File: src/hdl/jacobi_symbol_top_defines.svh
// ----------------------------------------------------------------------------
// Jacobi symbol unit - assertion macros
// Shared concurrent assertion forms for the Jacobi symbol sequencer.
// ----------------------------------------------------------------------------
`ifndef JACOBI_SYMBOL_TOP_DEFINES_SVH
`define JACOBI_SYMBOL_TOP_DEFINES_SVH

// Same-cycle implication, disabled while reset is asserted.
`define JAC_ASSERT_IMP(lbl, clk_s, rst_s, ante, cons, msg) \
  lbl: assert property (@(posedge clk_s) disable iff (!rst_s) (ante) |-> (cons)) \
    else $error(msg);

// Next-cycle implication, disabled while reset is asserted.
`define JAC_ASSERT_NXT(lbl, clk_s, rst_s, ante, cons, msg) \
  lbl: assert property (@(posedge clk_s) disable iff (!rst_s) (ante) |=> (cons)) \
    else $error(msg);

`endif

File: src/hdl/jac_pkg.sv
// ----------------------------------------------------------------------------
// Jacobi symbol package
// Control word type, step, condition and operation codes, microprogram ROM.
// ----------------------------------------------------------------------------
`timescale 1ns / 1ps
`default_nettype none

package jac_pkg;

  localparam int IN_FIELD_W = 32;
  localparam int STEP_W     = 3;
  localparam int COND_W     = 3;
  localparam int OP_W       = 3;

  typedef logic [STEP_W-1:0] step_t;
  typedef logic [COND_W-1:0] cond_t;
  typedef logic [OP_W-1:0]   op_t;

  typedef struct packed {
    cond_t cond;
    op_t   op;
    step_t tgt;
  } ctrl_t;

  // Program steps
  localparam step_t S_CHECK = 3'd0;
  localparam step_t S_TESTA = 3'd1;
  localparam step_t S_EVEN  = 3'd2;
  localparam step_t S_RED   = 3'd3;
  localparam step_t S_WAIT  = 3'd4;
  localparam step_t S_EMIT  = 3'd5;
  localparam step_t S_SPARE = 3'd6;
  localparam step_t S_IDLE  = 3'd7;

  // Jump conditions
  localparam cond_t C_ALWAYS   = 3'd0;
  localparam cond_t C_N_EVEN   = 3'd1;
  localparam cond_t C_A_ZERO   = 3'd2;
  localparam cond_t C_A_EVEN   = 3'd3;
  localparam cond_t C_OUT_BUSY = 3'd4;

  // Datapath operations
  localparam op_t OP_NOP     = 3'd0;
  localparam op_t OP_SET_BAD = 3'd1;
  localparam op_t OP_HALVE   = 3'd2;
  localparam op_t OP_REDUCE  = 3'd3;
  localparam op_t OP_EMIT    = 3'd4;

  // Symbol codes, two's complement
  localparam logic signed [1:0] SYM_ZERO = 2'sb00;
  localparam logic signed [1:0] SYM_POS  = 2'sb01;
  localparam logic signed [1:0] SYM_NEG  = 2'sb11;

  // Microprogram: when the condition holds, run op and jump to tgt,
  // otherwise fall through to the next step.
  function automatic ctrl_t rom_word(input step_t step);
    ctrl_t w;
    unique case (step)
      S_CHECK: w = '{cond: C_N_EVEN,   op: OP_SET_BAD, tgt: S_WAIT};
      S_TESTA: w = '{cond: C_A_ZERO,   op: OP_NOP,     tgt: S_WAIT};
      S_EVEN:  w = '{cond: C_A_EVEN,   op: OP_HALVE,   tgt: S_EVEN};
      S_RED:   w = '{cond: C_ALWAYS,   op: OP_REDUCE,  tgt: S_TESTA};
      S_WAIT:  w = '{cond: C_OUT_BUSY, op: OP_NOP,     tgt: S_WAIT};
      S_EMIT:  w = '{cond: C_ALWAYS,   op: OP_EMIT,    tgt: S_IDLE};
      S_SPARE: w = '{cond: C_ALWAYS,   op: OP_NOP,     tgt: S_IDLE};
      S_IDLE:  w = '{cond: C_ALWAYS,   op: OP_NOP,     tgt: S_IDLE};
    endcase
    return w;
  endfunction

endpackage

`default_nettype wire

File: src/hdl/jacobi_symbol_top.sv
// Result timing is data dependent: out_tvalid rises soonest for an even or zero
//   modulus; otherwise it is set by the one-step-per-cycle microprogram loop, plus
//   any wait for the output register.
// Flow: one item in flight; the next input transaction is taken once the
//   result sits in the output register.
// Reset: synchronous, active low; sets the step counter to idle and clears output valid.
// ----------------------------------------------------------------------------
// Jacobi symbol unit
// Microcoded binary Jacobi symbol (a/n) of an unsigned numerator over an
// odd modulus, with a flag for an even or zero modulus.
// ----------------------------------------------------------------------------
`timescale 1ns / 1ps
`default_nettype none

`include "jacobi_symbol_top_defines.svh"

module jacobi_symbol_top #(
  parameter int WIDTH = 32
) (
  input  wire logic        clk,
  input  wire logic        rst_n,
  // Input channel
  input  wire logic        in_tvalid,
  output logic             in_tready,
  input  wire logic [63:0] in_tdata,   // [31:0] numerator, [63:32] modulus
  // Result channel
  output logic             out_tvalid,
  input  wire logic        out_tready,
  output logic [7:0]       out_tdata,  // [1:0] symbol, [7:2] zero
  output logic [0:0]       out_tuser   // [0] bad_modulus
);

  // Step counter and current control word
  jac_pkg::step_t pc_r, pc_nxt;
  jac_pkg::ctrl_t cw;
  logic           cond_true;

  // Datapath registers
  logic [WIDTH-1:0] a_r, a_nxt;
  logic [WIDTH-1:0] n_r, n_nxt;
  logic             neg_r, neg_nxt;
  logic             bad_r, bad_nxt;

  // Output register
  logic                    out_valid_r, out_valid_nxt;
  logic signed [1:0]       out_sym_r, out_sym_nxt;
  logic                    out_bad_r, out_bad_nxt;

  logic in_acc;
  logic a_lt_n;
  logic [WIDTH-1:0] diff;

  assign cw        = jac_pkg::rom_word(pc_r);
  assign in_tready = (pc_r == jac_pkg::S_IDLE);
  assign in_acc    = in_tvalid && in_tready;

  // One compare per reduction step; it picks which of the two differences is used
  assign a_lt_n = (a_r < n_r);
  assign diff   = a_lt_n ? (n_r - a_r) : (a_r - n_r);

  // Evaluate the jump condition of the current step
  always_comb begin
    unique case (cw.cond)
      jac_pkg::C_ALWAYS:   cond_true = 1'b1;
      jac_pkg::C_N_EVEN:   cond_true = !n_r[0];
      jac_pkg::C_A_ZERO:   cond_true = (a_r == '0);
      jac_pkg::C_A_EVEN:   cond_true = !a_r[0];
      jac_pkg::C_OUT_BUSY: cond_true = out_valid_r && !out_tready;
      default:             cond_true = 1'b0;
    endcase
  end

  // Datapath and sequencing
  always_comb begin
    pc_nxt        = cond_true ? cw.tgt : jac_pkg::step_t'(pc_r + 1'b1);
    a_nxt         = a_r;
    n_nxt         = n_r;
    neg_nxt       = neg_r;
    bad_nxt       = bad_r;
    out_sym_nxt   = out_sym_r;
    out_bad_nxt   = out_bad_r;
    // Drop the output once the downstream side takes it
    out_valid_nxt = out_valid_r && !out_tready;

    if (cond_true) begin
      unique case (cw.op)
        jac_pkg::OP_SET_BAD: bad_nxt = 1'b1;
        jac_pkg::OP_HALVE: begin
          // Each factor of two flips the sign when n is 3 or 5 mod 8
          a_nxt = a_r >> 1;
          if (n_r[2:0] == 3'd3 || n_r[2:0] == 3'd5) begin
            neg_nxt = !neg_r;
          end
        end
        jac_pkg::OP_REDUCE: begin
          // Both odd here; swap (with reciprocity) when a < n, then subtract
          a_nxt = diff;
          if (a_lt_n) begin
            n_nxt = a_r;
            if (a_r[1:0] == 2'd3 && n_r[1:0] == 2'd3) begin
              neg_nxt = !neg_r;
            end
          end
        end
        jac_pkg::OP_EMIT: begin
          out_valid_nxt = 1'b1;
          out_bad_nxt   = bad_r;
          if (!bad_r && n_r == WIDTH'(1)) begin
            out_sym_nxt = neg_r ? jac_pkg::SYM_NEG : jac_pkg::SYM_POS;
          end else begin
            out_sym_nxt = jac_pkg::SYM_ZERO;
          end
        end
        default: ;
      endcase
    end

    // Load a new transaction and restart the program
    if (in_acc) begin
      a_nxt   = WIDTH'(in_tdata[jac_pkg::IN_FIELD_W-1:0]);
      n_nxt   = WIDTH'(in_tdata[2*jac_pkg::IN_FIELD_W-1:jac_pkg::IN_FIELD_W]);
      neg_nxt = 1'b0;
      bad_nxt = 1'b0;
      pc_nxt  = jac_pkg::S_CHECK;
    end
  end

  always_ff @(posedge clk) begin
    if (!rst_n) begin
      pc_r        <= jac_pkg::S_IDLE;
      out_valid_r <= 1'b0;
    end else begin
      pc_r        <= pc_nxt;
      out_valid_r <= out_valid_nxt;
    end
  end

  always_ff @(posedge clk) begin
    a_r       <= a_nxt;
    n_r       <= n_nxt;
    neg_r     <= neg_nxt;
    bad_r     <= bad_nxt;
    out_sym_r <= out_sym_nxt;
    out_bad_r <= out_bad_nxt;
  end

  assign out_tvalid = out_valid_r;
  assign out_tdata  = {6'b0, out_sym_r};
  assign out_tuser  = out_bad_r;

  // Emit only into a free output register
  `JAC_ASSERT_IMP(a_emit_free, clk, rst_n, pc_r == jac_pkg::S_EMIT, !out_valid_r,
                  "emit over pending result")
  // Modulus stays odd through the reduction loop
  `JAC_ASSERT_IMP(a_n_odd, clk, rst_n,
                  (pc_r == jac_pkg::S_TESTA || pc_r == jac_pkg::S_EVEN ||
                   pc_r == jac_pkg::S_RED),
                  n_r[0], "modulus went even in loop")
  // A flagged modulus always carries a zero symbol
  `JAC_ASSERT_IMP(a_bad_zero, clk, rst_n, out_valid_r && out_bad_r,
                  out_sym_r == jac_pkg::SYM_ZERO, "bad modulus with nonzero symbol")
  // An accepted transaction starts the program at the modulus check
  `JAC_ASSERT_NXT(a_start, clk, rst_n, in_acc,
                  pc_r == jac_pkg::S_CHECK && !bad_r && !neg_r, "program did not restart")

endmodule

`default_nettype wire

File: config.mk
export PLATFORM = sky130hd
export DESIGN_NAME = jacobi_symbol_top
export DESIGN_NICKNAME = d
export VERILOG_FILES = /design/src/hdl/jac_pkg.sv /design/src/hdl/jacobi_symbol_top.sv
export VERILOG_INCLUDE_DIRS = /design/src /design/src/hdl
export SDC_FILE = /design/constraint.sdc
export NUM_CORES = 1
export LEC_CHECK = 0
export BUFFER_PORTS_ARGS = -buffer_cell sky130_fd_sc_hd__buf_2
export CELL_PAD_IN_SITES_DETAIL_PLACEMENT = 2
export CELL_PAD_IN_SITES_GLOBAL_PLACEMENT = 2
export CORE_AREA = 5 5 142 144
export CTS_CLUSTER_DIAMETER = 30
export DETAILED_ROUTE_END_ITERATION = 12
export DIE_AREA = 0 0 147 149
export GPL_ROUTABILITY_DRIVEN = 1
export PLACE_DENSITY_LB_ADDON = 0.2
export SKIP_LAST_GASP = 1
export SYNTH_ARGS = -nofsm -noshare
export SYNTH_HDL_FRONTEND = slang
export SYNTH_SLANG_ARGS = --single-unit
File: constraint.sdc
create_clock -name clk -period 9 [get_ports clk]
set_clock_uncertainty 0.05 [all_clocks]
set_input_delay 0.9 -clock clk [delete_from_list [all_inputs] [get_ports clk]]
set_output_delay 0.9 -clock clk [all_outputs]
set_load 0.005 [all_outputs]
==> run_results.csv, run 1 <==
group,metric,value,unit
outcome,status,"complete, no violations",
clock_tree,tritoncts,"built",
worst_setup_path,r2r-start,"a_r[0]",
worst_setup_path,crit_family,"compound AO/OA/AOI/OAI gates",
routing,vias,6860,
clock_tree,cts_sinks,82,
synth,synth_largest_area_cell,"edfxtp_1",
synth,synthMostInstantiatedCell,"nand2_1",
die,fp.dieH,149,um
sta,fin_crit,4190,ps
clock_tree,htree_levels,3,
worst_setup_path,startpoint,"a_r[0]",
worst_setup_path,criticalPathCategory,"reg -> reg",
synth,ys_top_cells_by_count,"nand2_1 (121), a21oi_1 (92), o21ai_0 (81)",
sta,finalHoldViolCount,0,
synth,ys_ff_latch,82,
global_route,grt_pass1_wl,42500,um
synth,yosysUniqueCellTypes,68,
clock_tree,cts_max_path_buffers,2,
synth,avgSynthCellArea,8.16,um2
sta,slew-limit-headroom,33.6,%
layout,area_delta_synth_final,11.3,%
worst_setup_path,cpPeakStageDelay,810,ps
die,num_rows,50,
synth,synth-edff-count,67,
worst_setup_path,critPathMaxFanout,25,
die,ios,79,
worst_setup_path,cpMaxStageDelayCell,"o21ai_4",
global_route,gr-usage-all-layers,24.5,%
worst_setup_path,cp-end-kind,"register",
routing,vias_per_cell,5.91,
synth,yosysTopAreaCellShare,28.1,%
clock_tree,worst_skew_pair.late_latency,370,ps
die,dieArea,21900,um2
sta,rsz0062_at_grt,"no",
clock_tree,cts_setup_buffers,0,
sta,fin_tns_setup,0,ps
sta,drv_slew,0,
sta,finalSetupViolations,0,
clock_tree,cts_buffers,9,
synth,yosysSeqAreaShare,32.3,%
synth,syn_area,7170,um2
synth,synth_ff_type,"edfxtp_1",
worst_setup_path,critical_path.cell_chain,"inv_1 > ha_1 > fa_1 > nand2b_2 > a21oi_2 > a31oi_1 > o31a_1 > o21ai_4 > nor2_1 > a32oi_2 > a41oi_2 > xor2_1 > o22ai_1",
layout,drive_above_1_share,12.5,%
global_route,grt_max_degree,67,
global_route,antenna_found_initial,0,
global_route,grt_pass1_vias,7635,
routing,drtIter0Drc,371,
flow_run,drv_cap,0,
routing,drc,0,
synth,synth_cells,878,
synth,yosys_warnings,0,
placement,dp_hpwl,20200,um
routing,routed_wl,26700,um
die,start_util,38.6,%
die,die_x,147,um
sta,worstMarginPinSlew,992,ps
clock_tree,cts_resized,0,
clock_tree,cts-root-buf,"clkbuf_16",
global_route,overflow,0,
worst_hold_path,hold_start,"neg_r",
routing,dr.pass1.iters,5,
synth,synth.area.top_cells,"edfxtp_1 (28%), ha_1 (12%), a21oi_1 (6.4%)",
layout,nets,1059,
placement,gp_congestion,0.906,
placement,port-buffer-count,72,
worst_setup_path,cp.required,9040,ps
worst_setup_path,cp-start-kind,"register",
worst_setup_path,crit_arrival,4240,ps
clock_tree,cts.clk_slew.worst_paths,70,ps
sta,fmax,0.238,GHz
layout,antenna_cells,0,
worst_hold_path,hold_class,"reg -> reg",
worst_setup_path,crit_buf_inv,1,
routing,wire_per_inst,23.0,um
sta,fin_crit_sh,46.6,%
clock_tree,cts_hold_buf,0,
die,coreArea,18600,um2
synth,synthArstFlopShare,0,%
routing,antenna_left,0,
worst register-to-register path, stage by stage (launching register included):
cell and delay, ps:
edfxtp_1 400, inv_1 90, ha_1 240, fa_1 410, nand2b_2 220, a21oi_2 150, a31oi_1 150, o31a_1 420
o21ai_4 810, nor2_1 180, a32oi_2 350, a41oi_2 160, xor2_1 210, o22ai_1 100
routing by layer:
layer  track usage, %  share of wire (%)
met1             31.4                 45
met2             42.2                 48
met3             3.46                3.9
met4             8.67                2.8
met5                0                  0
layout make-up:
cell class / instances / area [um2]
Tap cell: 234 / 293
Timing Repair Buffer: 79 / 413
Clock buffer: 11 / 275
Inverter: 80 / 300
Multi-Input combinational cell: 670 / 4340
Sequential cell: 82 / 2310
Clock inverter: 5 / 43.8
Fill cell: 2178 / 10600
through the flow:
| stage | setup slack, ps | util [%] | hold WS, ps | cell area (um2) | cells |
|---|---|---|---|---|---|
| 5_1_grt | 4630 | 42.9 | 545 | 7980 | 1161 |
| 3_5_place_dp | 4890 | 41.2 | 490 | 7660 | 1145 |
| 3_3_place_gp | 5010 | 41.2 | 450 | 7660 | 1145 |
| 4_1_cts | 4840 | 42.9 | 510 | 7980 | 1161 |
| 2_1_floorplan | 4110 | - | 381 | 7190 | 883 |
| 6_report | 4810 | 42.9 | 493 | 7980 | 1161 |
placed cells by master, fill, tap and decap left out, types with 5 or more instances in the layout:
master	n
conb_1	6
xor2_1	12
a21o_1	26
nor4_1	19
a21oi_1	92
nor3_1	13
ha_1	67
inv_1	80
and2_1	7
edfxtp_1	67
nand2_1	121
nor2_1	45
o21a_1	5
o21bai_1	13
mux2i_1	14
buf_4	7
o21ai_0	80
nand4_1	11
nand3_1	18
dfxtp_1	15
clkbuf_16	11
a211oi_1	7
o211ai_1	7
xnor2_1	12
o21ai_1	9
nor2b_1	9
a31oi_1	10
buf_2	72
path summary, 6_finish.rpt:
kind	depth (start not counted)	endpoint	slack (ps)
worst max register to register	13	a_r[30]	4810
worst max-delay path	13	a_r[30]	4810
worst min register to register	2	neg_r	490
worst min-delay path	2	neg_r	490
logic make-up (layout without fill, tap and decap cells):
group	Yosys count	after routing	synth area share (%)
muxes	14	14	1.95
xor gates and xnor gates	24	24	2.93
adders and majority gates	69	69	12.3
buffers and inverters	131	175	7.84
and+or+nand+nor	261	261	16.6
AOI/OAI and AO/OA	296	296	26.1
other	1	6	0.0523
DFF	82	82	32.3
flip-flops by register name, summed over array words and instances, names as in the netlist, 2 cells and up:
register   cells
n_r           32
pc_r           3
cw             9
out_sym_r      2
a_r           32
Power of run 1 is left out: the tool's default activity adds up to more than one toggle a clock period on the data nets, which glitch-free logic cannot reach.
==> run 2, diff against run 1 <==
- CORE_AREA: 5 5 142 144 -> 5 5 154 156
- DIE_AREA: 0 0 147 149 -> 0 0 159 161
- clock period: 9 -> 3.7 ns (I/O delays scaled with it)
==> run_results.csv, run 2 (synthesis results as in run 1) <==
group,metric,value,unit
layout,drive_above_1_share,15.2,%
placement,port-buffer-count,72,
clock_tree,worst_skew_pair.late_latency,360,ps
sta,finalHoldViolCount,0,
routing,routed_wl,26100,um
global_route,overflow,0,
worst_setup_path,cpMaxStageDelayCell,"ha_1",
worst_setup_path,crit_arrival,3640,ps
global_route,grt_pass1_wl,41200,um
die,start_util,32.2,%
worst_setup_path,criticalPathCategory,"reg -> reg",
sta,whs,177,ps
sta,fin_crit,3510,ps
clock_tree,cts-root-buf,"clkbuf_16",
layout,nets,1086,
worst_setup_path,critical_path.cell_chain,"inv_1 > ha_1 > a21oi_1 > nand2_1 > a221o_1 > o21ai_2 > o21ai_4 > buf_4 > a2111oi_2 > a21o_1 > o21ai_2 > mux2i_1 > a311oi_1",
worst_hold_path,hold_class,"in -> reg",
placement,gp_congestion,0.830,
outcome,status,"complete, no violations",
sta,fin_crit_sh,94.8,%
sta,rsz0062_at_grt,"no",
layout,layout.cells.non_filler,1239,
sta,worstMarginPinSlew,931,ps
clock_tree,cts.clk_slew.worst_paths,80,ps
clock_tree,htree_levels,3,
sta,finalSetupViolations,0,
routing,drc,0,
worst_setup_path,cp-start-kind,"register",
routing,vias_per_cell,5.43,
sta,fin_tns_setup,0,ps
layout,layout_commonest_cell,"nand2_1",
die,die_x,159,um
clock_tree,cts_max_path_buffers,2,
worst_setup_path,critPathMaxFanout,11,
routing,top_layer,"met4",
die,num_rows,55,
layout,mostFrequentLayoutCells,"nand2_1 (121), a21oi_1 (92), inv_1 (80), o21ai_0 (79), buf_2 (72)",
routing,vias,6725,
die,coreArea,22200,um2
clock_tree,cts_hold_buf,0,
placement,dp_hpwl,20300,um
placement,dp_cells,1218,
routing,drt-met1-wl,12600,um
routing,wire_per_inst,21.1,um
flow_run,drv_cap,0,
routing,dr.pass1.iters,4,
clock_tree,tritoncts,"built",
clock_tree,cts_buffers,9,
routing,route.met3.wl,709,um
layout,area_delta_synth_final,15.5,%
global_route,gr-usage-all-layers,20.0,%
routing,met2_wirelength,12400,um
worst_setup_path,cp-end-kind,"register",
sta,drv_slew,0,
sta,fmax,0.285,GHz
worst_setup_path,path_common_cell,"o21ai_2",
die,ios,79,
routing,drtIter0Drc,290,
global_route,grt_max_degree,65,
worst_setup_path,cp.required,3840,ps
worst_setup_path,cpPeakStageDelay,470,ps
global_route,grt_pass1_vias,7368,
die,dieArea,25600,um2
die,fp.dieH,161,um
layout,antenna_cells,0,
layout,final_util,37.2,%
clock_tree,cts_sinks,82,
global_route,antenna_found_initial,0,
routing,antenna_left,0,
sta,slew-limit-headroom,37.3,%
==> run 2: what timing repair did <==
| item | 4_1_cts | 5_1_grt |
|---|---|---|
| endpoints found under the setup margin | 2 | 19 |
| buffers inserted | 0 | 5 |
| cloned | 0 | 0 |
| pin swaps | 0 | 3 |
| resized for setup | 1 | 3 |
==> run 2: worst paths after layout <==
kind | start | endpoint | slack, ps | cells after the start
max | a_r[26] | a_r[28] | 190 | 13
min | rst_n | pc_r[0] | 180 | 2
min reg2reg | neg_r | neg_r | 480 | 2
max reg2reg | a_r[26] | a_r[28] | 190 | 13
==> run 2: critical path, delay by kind of cell (launching register included) <==
family / cells / cell delay, ps
mux: 1 / 120
buf+inv: 2 / 270
simple gates: 1 / 120
flops: 1 / 460
compound gates: 8 / 1820
fa+ha+maj: 1 / 470
==> run 2: metrics by stage <==
| step | area [um2] | worst slack, ps |
|---|---|---|
| after floorplan | 7200 | 420 |
| after global placement | 7930 | 195 |
| after detailed placement | 7930 | -2.95 |
| after CTS | 8220 | 43.6 |
| after global routing | 8280 | 28.8 |
| final | 8280 | 193 |
==> run 2: area by class of cell <==
cell class	instances	area, um2
repair buffers	106	653
flip-flops and latches	82	2310
inverters	80	300
fillers	2596	13900
clock inverters	7	71.3
well taps	285	357
multi-input cells	670	4360
clock buffers	9	225
==> run 2: metal layers <==
layer	vias to the layer above	global-route usage [%]
li1	3266	-
met2	106	34.1
met1	3330	27.4
met5	-	0
met3	23	1.96
met4	0	5.31
Power of run 2 is left out for the same reason.
==> run 3, diff against run 2 <==
--- a/config.mk
+++ b/config.mk
@@ -10,9 +10,10 @@
 export CELL_PAD_IN_SITES_DETAIL_PLACEMENT = 2
 export CELL_PAD_IN_SITES_GLOBAL_PLACEMENT = 2
-export CORE_AREA = 5 5 154 156
+export CORE_AREA = 5 5 142 144
 export CTS_CLUSTER_DIAMETER = 30
 export DETAILED_ROUTE_END_ITERATION = 12
-export DIE_AREA = 0 0 159 161
+export DIE_AREA = 0 0 147 149
 export GPL_ROUTABILITY_DRIVEN = 1
+export MAX_ROUTING_LAYER = met4
 export PLACE_DENSITY_LB_ADDON = 0.2
 export SKIP_LAST_GASP = 1
==> constraint.sdc (replaced) <==
create_clock -name clk -period 4.3 [get_ports clk]
set_clock_uncertainty 0.05 [all_clocks]
set_input_delay 0.86 -clock clk [delete_from_list [all_inputs] [get_ports clk]]
set_output_delay 0.86 -clock clk [all_outputs]
set_load 0.005 [all_outputs]
==> run_results.csv, run 3 (synthesis results as in run 1) <==
group,metric,value,unit
die,fp.dieH,149,um
placement,dp_hpwl,20900,um
global_route,grt_pass1_wl,42500,um
global_route,overflow,0,
routing,antenna_left,0,
clock_tree,cts_max_path_buffers,2,
clock_tree,cts.clk_slew.worst_paths,70,ps
sta,fin_crit,4040,ps
routing,vias,6830,
sta,rsz0062_at_grt,"no",
worst_setup_path,cp.required,4330,ps
worst_setup_path,critPathMaxFanout,18,
sta,finalSetupViolations,0,
sta,worstMarginPinSlew,895,ps
global_route,grt_pass1_vias,7602,
sta,drv_slew,0,
routing,drtIter0Drc,294,
clock_tree,cts_buffers,9,
worst_setup_path,cp-start-kind,"register",
worst_hold_path,hold_class,"reg -> reg",
die,coreArea,18600,um2
worst_setup_path,crit_arrival,4070,ps
placement,port-buffer-count,72,
sta,fin_ws,257,ps
clock_tree,cts_resized,0,
sta,slew-limit-headroom,39.8,%
layout,nets,1064,
routing,vias_per_cell,5.86,
sta,fin_tns_setup,0,ps
layout,antenna_cells,0,
placement,gp_congestion,0.906,
sta,finalHoldViolCount,0,
clock_tree,cts-root-buf,"clkbuf_16",
worst_setup_path,cpMaxStageDelayCell,"o21a_1",
worst_setup_path,cp-end-kind,"register",
routing,wire_per_inst,23.2,um
worst_setup_path,crit_family,"compound AO/OA/AOI/OAI gates",
outcome,status,"complete, no violations",
layout,drive_above_1_share,13.0,%
clock_tree,worst_skew_pair.late_latency,360,ps
sta,fmax,0.247,GHz
worst_setup_path,crit_buf_inv,2,
die,ios,79,
routing,top_layer,"met4",
clock_tree,cts_setup_buffers,0,
layout,layout_commonest_cell,"nand2_1",
worst_setup_path,r2r-start,"a_r[5]",
layout,mostFrequentLayoutCells,"nand2_1 (121), a21oi_1 (92), inv_1 (80), o21ai_0 (80), buf_2 (72)",
worst_hold_path,min_path_cells,2,
global_route,grt_max_degree,65,
clock_tree,cts_hold_buf,0,
worst_setup_path,cpPeakStageDelay,730,ps
layout,area_delta_synth_final,11.9,%
global_route,gr-usage-all-layers,25.3,%
global_route,antenna_found_initial,0,
die,die_x,147,um
routing,route.met3.wl,1120,um
worst_setup_path,r2r-end,"a_r[5]",
routing,drc,0,
worst_setup_path,r2r_cells,13,
worst_setup_path,critical_path.cell_chain,"inv_1 > ha_1 > a21oi_1 > o21ai_0 > a31oi_1 > o31a_1 > o21a_1 > buf_12 > mux2i_1 > xor2_1 > nor2_1 > a21oi_1 > o21ai_0",
worst_setup_path,reg2reg_setup_slack,260,ps
placement,dp_slack,329,ps
clock_tree,tritoncts,"built",
clock_tree,cts_sinks,82,
routing,routed_wl,27100,um
die,start_util,38.6,%
routing,dr.pass1.iters,5,
die,num_rows,50,
routing,met2_wirelength,13200,um
sta,fin_crit_sh,94.0,%
flow_run,drv_cap,0,
routing,drt-met1-wl,12100,um
worst_hold_path,whs_endpoint,"neg_r",
die,dieArea,21900,um2
clock_tree,htree_levels,3,
worst_hold_path,hold_start,"neg_r",
worst_setup_path,criticalPathCategory,"reg -> reg",
-- run 3: worst max path at each step --
stage / start / endpoint / slack, ps / cells after the start
after detailed placement: a_r[3] / a_r[5] / 330 / 13
final: a_r[5] / a_r[5] / 260 / 13
after floorplan: out_tready / a_r[0] / 90 / 5
after global placement: a_r[13] / n_r[9] / 510 / 8
after global routing: a_r[5] / a_r[5] / 70 / 13
after CTS: a_r[5] / a_r[5] / 280 / 13
-- run 3: layer usage --
| layer | track usage (%) | vias up |
|---|---|---|
| met3 | 4.62 | 51 |
| met4 | 7.83 | 0 |
| met2 | 43.0 | 141 |
| li1 | - | 3218 |
| met1 | 30.8 | 3420 |
| met5 | - | - |
-- run 3: final cells by class --
cell class	count	area (um2)
flip-flops and latches	82	2310
repair buffers	84	475
clock inverters	6	50.0
inverters	80	300
clock buffers	10	250
multi-input cells	670	4340
well taps	234	293
fillers	2129	10600
-- run 3: metrics by stage --
step / hold slack [ps] / area [um2] / utilization (%) / cells
3_5_place_dp: 491 / 7720 / 41.6 / 1150
4_1_cts: 515 / 8020 / 43.2 / 1166
6_report: 509 / 8020 / 43.2 / 1166
5_1_grt: 512 / 8020 / 43.2 / 1166
2_1_floorplan: 381 / 7190 / - / 883
3_3_place_gp: 455 / 7720 / 41.6 / 1150
-- run 3: worst min-delay path, stage by stage (launching register included) --
cell     delay (ps)
dfxtp_1         350
xnor2_1         130
nor2_1           40
Power of run 3 is left out for the same reason.
